$ cat src/rtl/ppcbr_pkg.sv
// Shared function codes and branch-option bit positions for the PowerPC branch and CR unit.
package ppcbr_pkg;

  typedef enum logic [3:0] {
    FUNC_B     = 4'd0,
    FUNC_BC    = 4'd1,
    FUNC_BCCTR = 4'd2,
    FUNC_BCLR  = 4'd3,
    FUNC_AND   = 4'd4,
    FUNC_ANDC  = 4'd5,
    FUNC_EQV   = 4'd6,
    FUNC_NAND  = 4'd7,
    FUNC_NOR   = 4'd8,
    FUNC_OR    = 4'd9,
    FUNC_ORC   = 4'd10,
    FUNC_XOR   = 4'd11,
    FUNC_MCRF  = 4'd12
  } func_e;

  // Bit positions within the five-bit BO field.
  localparam int unsigned BoNoCond = 4;
  localparam int unsigned BoSense  = 3;
  localparam int unsigned BoNoCtr  = 2;
  localparam int unsigned BoCtrEqz = 1;

  localparam logic [63:0] WordBytes = 64'd4;

endpackage

$ cat src/rtl/ppc_branch_cr_unit.sv
// PowerPC branch and condition-register unit: input register, one resolve step, result register.
// A beat accepted into the input register is resolved from it and moves on to the result
// register when that is free. Throughput: one instruction per cycle while the result side
// does not stall; the only path is the input register, the branch resolve logic (two 64-bit
// adds and one 64-bit decrement with a zero test, side by side) and the result register.
// Reset: rst_ni clears both stage valid flags asynchronously; the payload registers are not
// reset. No state survives between instructions.
module ppc_branch_cr_unit (
  input  logic        clk_i,
  input  logic        rst_ni,
  input  logic        in_valid_i,
  output logic        in_stall_o,
  input  logic [3:0]  func_i,
  input  logic [63:0] insn_address_i,
  input  logic        link_i,
  input  logic        absolute_i,
  input  logic signed [23:0] displacement_i,
  input  logic [4:0]  bo_field_i,
  input  logic [4:0]  bit_a_i,
  input  logic [4:0]  bit_b_i,
  input  logic [4:0]  bit_d_i,
  input  logic [63:0] lr_in_i,
  input  logic [63:0] ctr_in_i,
  input  logic [31:0] cr_in_i,
  output logic        out_valid_o,
  input  logic        out_stall_i,
  output logic [63:0] next_address_o,
  output logic        taken_o,
  output logic [63:0] lr_out_o,
  output logic [63:0] ctr_out_o,
  output logic [31:0] cr_out_o
);
  import ppcbr_pkg::*;

  // Stage one holds the decoded instruction, stage two holds the finished result.
  logic        s1_valid_q, s2_valid_q;
  logic        s1_load, s2_load, s2_ready;

  logic [3:0]  func_q;
  logic [63:0] addr_q;
  logic        link_q, abs_q;
  logic [23:0] disp_q;
  logic [4:0]  bo_q, ba_q, bb_q, bd_q;
  logic [63:0] lr_q, ctr_q;
  logic [31:0] cr_q;

  logic [63:0] next_d, lr_d, ctr_d;
  logic        taken_d;
  logic [31:0] cr_d;

  logic [63:0] next_q, lr_out_q, ctr_out_q;
  logic        taken_q;
  logic [31:0] cr_out_q;

  // The result register frees up when it is empty or its beat is being taken this cycle.
  // Stage one then moves forward, so a new beat can enter behind it in the same cycle.
  assign s2_ready   = !s2_valid_q || !out_stall_i;
  assign in_stall_o = s1_valid_q && !s2_ready;
  assign s1_load    = in_valid_i && !in_stall_o;
  assign s2_load    = s1_valid_q && s2_ready;

  always_ff @(posedge clk_i or negedge rst_ni) begin
    if (!rst_ni) begin
      s1_valid_q <= 1'b0;
      s2_valid_q <= 1'b0;
    end else begin
      if (!in_stall_o) begin
        s1_valid_q <= in_valid_i;
      end
      if (s2_ready) begin
        s2_valid_q <= s1_valid_q;
      end
    end
  end

  always_ff @(posedge clk_i) begin
    if (s1_load) begin
      func_q <= func_i;
      addr_q <= insn_address_i;
      link_q <= link_i;
      abs_q  <= absolute_i;
      disp_q <= displacement_i;
      bo_q   <= bo_field_i;
      ba_q   <= bit_a_i;
      bb_q   <= bit_b_i;
      bd_q   <= bit_d_i;
      lr_q   <= lr_in_i;
      ctr_q  <= ctr_in_i;
      cr_q   <= cr_in_i;
    end
  end

  // Resolve logic. CR bit 0 is the most significant, so bit index i lives at cr[~i],
  // and field f occupies the nibble starting at {~f, 2'b00}.
  logic [63:0] ret_addr, disp_ext, rel_target, imm_target, ctr_dec;
  logic        bit_a_val, bit_b_val, cond_ok, ctr_ok, is_branch, logic_v;
  logic [3:0]  src_field;
  logic [2:0]  fs, fd;

  always_comb begin
    ret_addr   = addr_q + WordBytes;
    disp_ext   = {{38{disp_q[23]}}, disp_q, 2'b00};
    rel_target = addr_q + disp_ext;
    imm_target = (abs_q ? disp_ext : rel_target) & ~64'h3;
    ctr_dec    = ctr_q - 64'd1;
    bit_a_val  = cr_q[~ba_q];
    bit_b_val  = cr_q[~bb_q];
    cond_ok    = bo_q[BoNoCond] || (bit_a_val == bo_q[BoSense]);
    // The count test looks at the decremented value; with no decrement it always passes.
    ctr_ok     = bo_q[BoNoCtr] || ((ctr_dec != 64'd0) != bo_q[BoCtrEqz]);
    fs         = ba_q[4:2];
    fd         = bd_q[4:2];
    src_field  = cr_q[{~fs, 2'b00} +: 4];

    next_d    = ret_addr;
    taken_d   = 1'b0;
    lr_d      = lr_q;
    ctr_d     = ctr_q;
    cr_d      = cr_q;
    is_branch = 1'b0;
    logic_v   = 1'b0;

    unique case (func_q)
      FUNC_B: begin
        is_branch = 1'b1;
        taken_d   = 1'b1;
        next_d    = imm_target;
      end
      FUNC_BC, FUNC_BCLR: begin
        is_branch = 1'b1;
        if (!bo_q[BoNoCtr]) begin
          ctr_d = ctr_dec;
        end
        if (ctr_ok && cond_ok) begin
          taken_d = 1'b1;
          next_d  = (func_q == FUNC_BC) ? imm_target : (lr_q & ~64'h3);
        end
      end
      FUNC_BCCTR: begin
        is_branch = 1'b1;
        if (cond_ok) begin
          taken_d = 1'b1;
          next_d  = ctr_q & ~64'h3;
        end
      end
      FUNC_AND, FUNC_ANDC, FUNC_EQV, FUNC_NAND,
      FUNC_NOR, FUNC_OR, FUNC_ORC, FUNC_XOR: begin
        unique case (func_q)
          FUNC_AND:  logic_v = bit_a_val & bit_b_val;
          FUNC_ANDC: logic_v = bit_a_val & ~bit_b_val;
          FUNC_EQV:  logic_v = ~(bit_a_val ^ bit_b_val);
          FUNC_NAND: logic_v = ~(bit_a_val & bit_b_val);
          FUNC_NOR:  logic_v = ~(bit_a_val | bit_b_val);
          FUNC_OR:   logic_v = bit_a_val | bit_b_val;
          FUNC_ORC:  logic_v = bit_a_val | ~bit_b_val;
          default:   logic_v = bit_a_val ^ bit_b_val;
        endcase
        cr_d[~bd_q] = logic_v;
      end
      FUNC_MCRF: begin
        cr_d[{~fd, 2'b00} +: 4] = src_field;
      end
      default: begin
        // Unassigned codes fall through with nothing changed.
      end
    endcase

    // The return address goes into LR only for a taken branch with LK set.
    if (is_branch && taken_d && link_q) begin
      lr_d = ret_addr;
    end
  end

  always_ff @(posedge clk_i) begin
    if (s2_load) begin
      next_q    <= next_d;
      taken_q   <= taken_d;
      lr_out_q  <= lr_d;
      ctr_out_q <= ctr_d;
      cr_out_q  <= cr_d;
    end
  end

  assign out_valid_o    = s2_valid_q;
  assign next_address_o = next_q;
  assign taken_o        = taken_q;
  assign lr_out_o       = lr_out_q;
  assign ctr_out_o      = ctr_out_q;
  assign cr_out_o       = cr_out_q;

`ifndef SYNTHESIS
  // The input side only stalls while stage one holds a beat it cannot pass on.
  a_stall_needs_item: assert property (@(posedge clk_i) disable iff (!rst_ni)
    in_stall_o |-> (s1_valid_q && s2_valid_q && out_stall_i))
    else $error("input stalled without a blocked beat in stage one");

  // A beat held in stage one keeps its contents.
  a_s1_holds: assert property (@(posedge clk_i) disable iff (!rst_ni)
    in_stall_o |=> (s1_valid_q && $stable(func_q) && $stable(addr_q) && $stable(ctr_q)))
    else $error("stage one lost or changed a stalled beat");

  // Non-branch operations never redirect and never touch LR or CTR.
  a_non_branch: assert property (@(posedge clk_i) disable iff (!rst_ni)
    (s1_valid_q && !is_branch) |->
      (!taken_d && (lr_d == lr_q) && (ctr_d == ctr_q) && (next_d == ret_addr)))
    else $error("non-branch operation changed control flow state");

  // A taken branch always lands on a word boundary.
  a_taken_aligned: assert property (@(posedge clk_i) disable iff (!rst_ni)
    (s1_valid_q && taken_d) |-> (next_d[1:0] == 2'b00))
    else $error("taken branch target not word aligned");
`endif

endmodule

$ cat config.mk
export PLATFORM = sky130hd
export DESIGN_NAME = ppc_branch_cr_unit
export DESIGN_NICKNAME = d
export VERILOG_FILES = /design/src/rtl/ppcbr_pkg.sv /design/src/rtl/ppc_branch_cr_unit.sv
export SDC_FILE = /design/constraint.sdc
export NUM_CORES = 1
export LEC_CHECK = 0
export ABC_AREA = 1
export BUFFER_PORTS_ARGS = -buffer_cell sky130_fd_sc_hd__buf_2
export CAP_MARGIN = 20
export CORE_MARGIN = 2
export CORE_UTILIZATION = 30
export CTS_CLUSTER_DIAMETER = 100
export DETAILED_ROUTE_END_ITERATION = 10
export PLACE_DENSITY_LB_ADDON = 0.25
export SYNTH_ARGS = -nofsm -noshare
export SYNTH_HDL_FRONTEND = slang
export SYNTH_SLANG_ARGS = --single-unit
$ cat constraint.sdc
create_clock -name clk_i -period 16.94 [get_ports clk_i]
set_input_delay 0.847 -clock clk_i [delete_from_list [all_inputs] [get_ports clk_i]]
set_output_delay 0.847 -clock clk_i [all_outputs]
set_load 0.005 [all_outputs]
==> results.json <==
{
  "status": "finished clean",
  "hold_depth": 1,
  "drive_gt1_share_pct": 14.7,
  "crit_fanout": 64,
  "slew_headroom_pct": 27.9,
  "r2r_slack_ns": 10.81,
  "cp-startpoint": "ctr_q[27]$_DFFE_PP_",
  "syn-instance-count": 4160,
  "cts_tree": "yes",
  "ys_warn_count": 0,
  "syn_area_sq_um": 32400,
  "period_share_pct": 36.2,
  "clk_pin_slew_worst_paths_ns": 0.06,
  "tightest_slew_ns": 1.08,
  "power_density_nw_per_um2": 94.7,
  "timing.rr.start": "ctr_q[27]$_DFFE_PP_",
  "grt_pass1_wl_um": 208000,
  "crit_buf_inv": 1,
  "routedWlPerCell_um": 24.5,
  "routed_wl_um": 148000,
  "hp-start": "lr_in_i[54]",
  "numPortBuffers": 503,
  "final-hold-violation-count": 0,
  "synth_edf_count": 498,
  "drtIter0Drc": 3581,
  "ctsResizeCount": 0,
  "r2r-end": "lr_out_o[5]$_DFFE_PP_",
  "synth_fp_nets": 4517,
  "grt_util_met2_pct": 41.2,
  "vias_per_cell": 5.22,
  "dp_hpwl_um": 118000,
  "post-cts-setup-buffers": 0,
  "antenna_found_initial": 8,
  "cp_common_cell": "nand2_1",
  "top_usage_layer": "met2",
  "grt_max_degree": 83,
  "hp-class": "primary input to flop",
  "place_congestion": 0.971,
  "rows": 120,
  "drc": 0,
  "seq_area_frac_synth_pct": 46.2,
  "register_area_sq_um": 15000,
  "timing.fmax_mhz": 163,
  "skew_ns": 0.0411,
  "dieArea_sq_um": 111000,
  "final_common_cell": "nand2_1",
  "layout_min_cycle_time_ns": 6.13,
  "grt_use_met1_pct": 36.4,
  "n_fill_cell": 11482,
  "cp.arrival_ns": 6.53,
  "ir_worst_vdd_uv": 76.1,
  "slowest_delay_ns": 0.89,
  "path_cells": "nor2_1, nand2_1, nor2_1, nand2_1, nor2_1, nand2_1, nand2_1, nand2_1, nor2_1, nand2_1, inv_2, nand2_1, nor2_1, nand3_1, nand2_1, nand2_2, nand2_4, nand3_4, nand2_4, nand3_4, nand2_1, nand2_1",
  "vias": 31608,
  "fp.dieW_um": 333,
  "end_kind": "flop",
  "io-pin-count": 505,
  "drv_slew": 0,
  "first_pass_iters": 5,
  "reg2reg_depth": 22,
  "min_to": "lr_q[54]$_DFFE_PP_",
  "synth_ff_type": "edfxtp_1",
  "worstSkewPairLatency_ns": 0.68,
  "synth-seq-cells": 500,
  "die_y_um": 333,
  "met3_usage_pct": 4.32,
  "finalSetupViolations": 0,
  "timing.critical_path.max_delay_family": "simple AND/OR/NAND/NOR gates",
  "cts-root-buf": "clkbuf_16",
  "htreeDepth": 2,
  "crit_type": "flop to flop",
  "cts_sinks": 500,
  "maxCapViolations": 0,
  "startpoint_type": "flop",
  "pre_cts_ws_ns": 10.91,
  "p_total_mw": 3.61,
  "p_leak_nw": 16.0,
  "grt_setup_unrepaired": "no",
  "avgSynthCellArea_sq_um": 7.80,
  "core_area_sq_um": 107000,
  "multi_input_area_sq_um": 15100,
  "synth.distinct_cells": 50,
  "async_reset_ff_share_pct": 0.400,
  "finalSetupTns_ns": 0,
  "crit_required_ns": 17.34,
  "slowest_stage": "nand3_4",
  "ant_nets": 0,
  "setup_slack_ns": 10.81,
  "numCtsBuffers": 56,
  "clk_path_buf_depth": 3,
  "fin_nets": 4966,
  "grt_overflow": 0,
  "grt_pass1_vias": 29459,
  "final_cell_mix": "nand2_1 (1,139), nor2_1 (546), buf_2 (503)",
  "initial_core_util_pct": 30.3,
  "grt_util_all_layers_pct": 25.8,
  "area_delta_synth_final_pct": 17.5
}
==> how the worst max path moves through the flow <==
stage                                        end  cells past startpoint
final                      lr_out_o[5]$_DFFE_PP_                     22
after global routing      lr_out_o[23]$_DFFE_PP_                     22
after CTS                 lr_out_o[37]$_DFFE_PP_                     22
after detailed placement   lr_out_o[5]$_DFFE_PP_                     22
after global placement     lr_out_o[3]$_DFFE_PP_                     22
after floorplan            cr_out_o[0]$_DFFE_PP_                      1
==> metal layers <==
metal | share of wire (%) | vias up | routed length (um)
li1 | - | 15017 | -
met1 | 44 | 14991 | 65800
met2 | 45 | 1435 | 67100
met3 | 8.0 | 157 | 11800
met4 | 2.4 | 8 | 3570
met5 | 0.028 | - | 42
==> report_power, final <==
part	total, mW	leakage (nW)	switching (mW)	internal, mW
clock network	1.22	0.868	0.534	0.683
logic	0.764	10.3	0.537	0.226
registers	1.63	4.81	0.118	1.51
total	3.61	16.0	1.19	2.42
==> sequential cells by signal (all words and copies together), names as in the netlist, 32 cells and up <==
register and flops:
lr_out_o 64, cr_q 32, cr_out_o 32, ctr_q 64, next_address_o 64, lr_q 64, ctr_out_o 64, addr_q 64
==> stage by stage <==
stage / hold slack (ns) / util [%] / area, sq um / cells
global placement: 0.470 / 33.9 / 36300 / 5952
floorplan: 0.433 / - / 32400 / 4160
global route: 0.326 / 35.6 / 38100 / 6056
CTS: 0.304 / 35.5 / 38100 / 6054
detailed placement: 0.501 / 33.9 / 36300 / 5952
finish: 0.343 / 35.6 / 38100 / 6057
==> cells in the mapped netlist, types with 2 or more instances <==
cell | number | area share [%]
a211oi_1 | 2 | 0.046
a21boi_0 | 8 | 0.19
a21o_1 | 9 | 0.21
a21oi_1 | 193 | 3.0
a31oi_1 | 8 | 0.15
buf_1 | 11 | 0.13
buf_2 | 16 | 0.25
buf_4 | 3 | 0.069
buf_6 | 15 | 0.52
clkbuf_1 | 100 | 1.2
clkinv_1 | 3 | 0.035
dfrtp_1 | 2 | 0.15
edfxtp_1 | 498 | 46
ha_1 | 78 | 3.0
inv_1 | 431 | 5.0
inv_2 | 9 | 0.10
mux2i_1 | 16 | 0.49
nand2_1 | 1139 | 13
nand2_2 | 6 | 0.12
nand2_4 | 5 | 0.17
nand3_1 | 268 | 4.1
nand3_4 | 2 | 0.11
nand3b_1 | 3 | 0.069
nand4_1 | 119 | 2.3
nor2_1 | 548 | 6.3
nor2_2 | 9 | 0.17
nor2_4 | 6 | 0.21
nor3_1 | 64 | 0.99
nor4_1 | 11 | 0.21
o211ai_1 | 55 | 1.3
o21a_1 | 23 | 0.53
o21ai_0 | 288 | 4.4
o21ai_1 | 4 | 0.062
o21bai_1 | 19 | 0.44
o221ai_1 | 13 | 0.35
o22ai_1 | 36 | 0.69
o311ai_0 | 27 | 0.73
or2_2 | 23 | 0.44
xnor2_1 | 16 | 0.43
xor2_1 | 64 | 1.7
==> kinds of logic after synthesis <==
family	count (synthesis)	share of synthesized area, %
AO/OA/AOI/OAI	687	12.1
AND/OR/NAND/NOR	2210	28.6
XOR/XNOR	80	2.16
multiplexers	16	0.494
flip-flops	500	46.2
adder cells (fa/ha/maj)	79	3.07
buffers and inverters	588	7.25
==> final cells by class <==
cell class	count	area share [%]
antenna	2	0.0131
inverter	443	4.38
sequential	500	39.4
tap	1403	4.60
multi-input combinational	3072	39.7
clock inverter	36	0.909
clock buffer	65	3.76
timing repair buffer	536	7.26
==> timing repair <==
| item | in CTS | in global routing |
|---|---|---|
| hold endpoints to repair | 2 | 0 |
| setup endpoints to repair | 0 | 0 |
| hold buffers | 1 | 0 |
(Power assumes the default switching activity.)
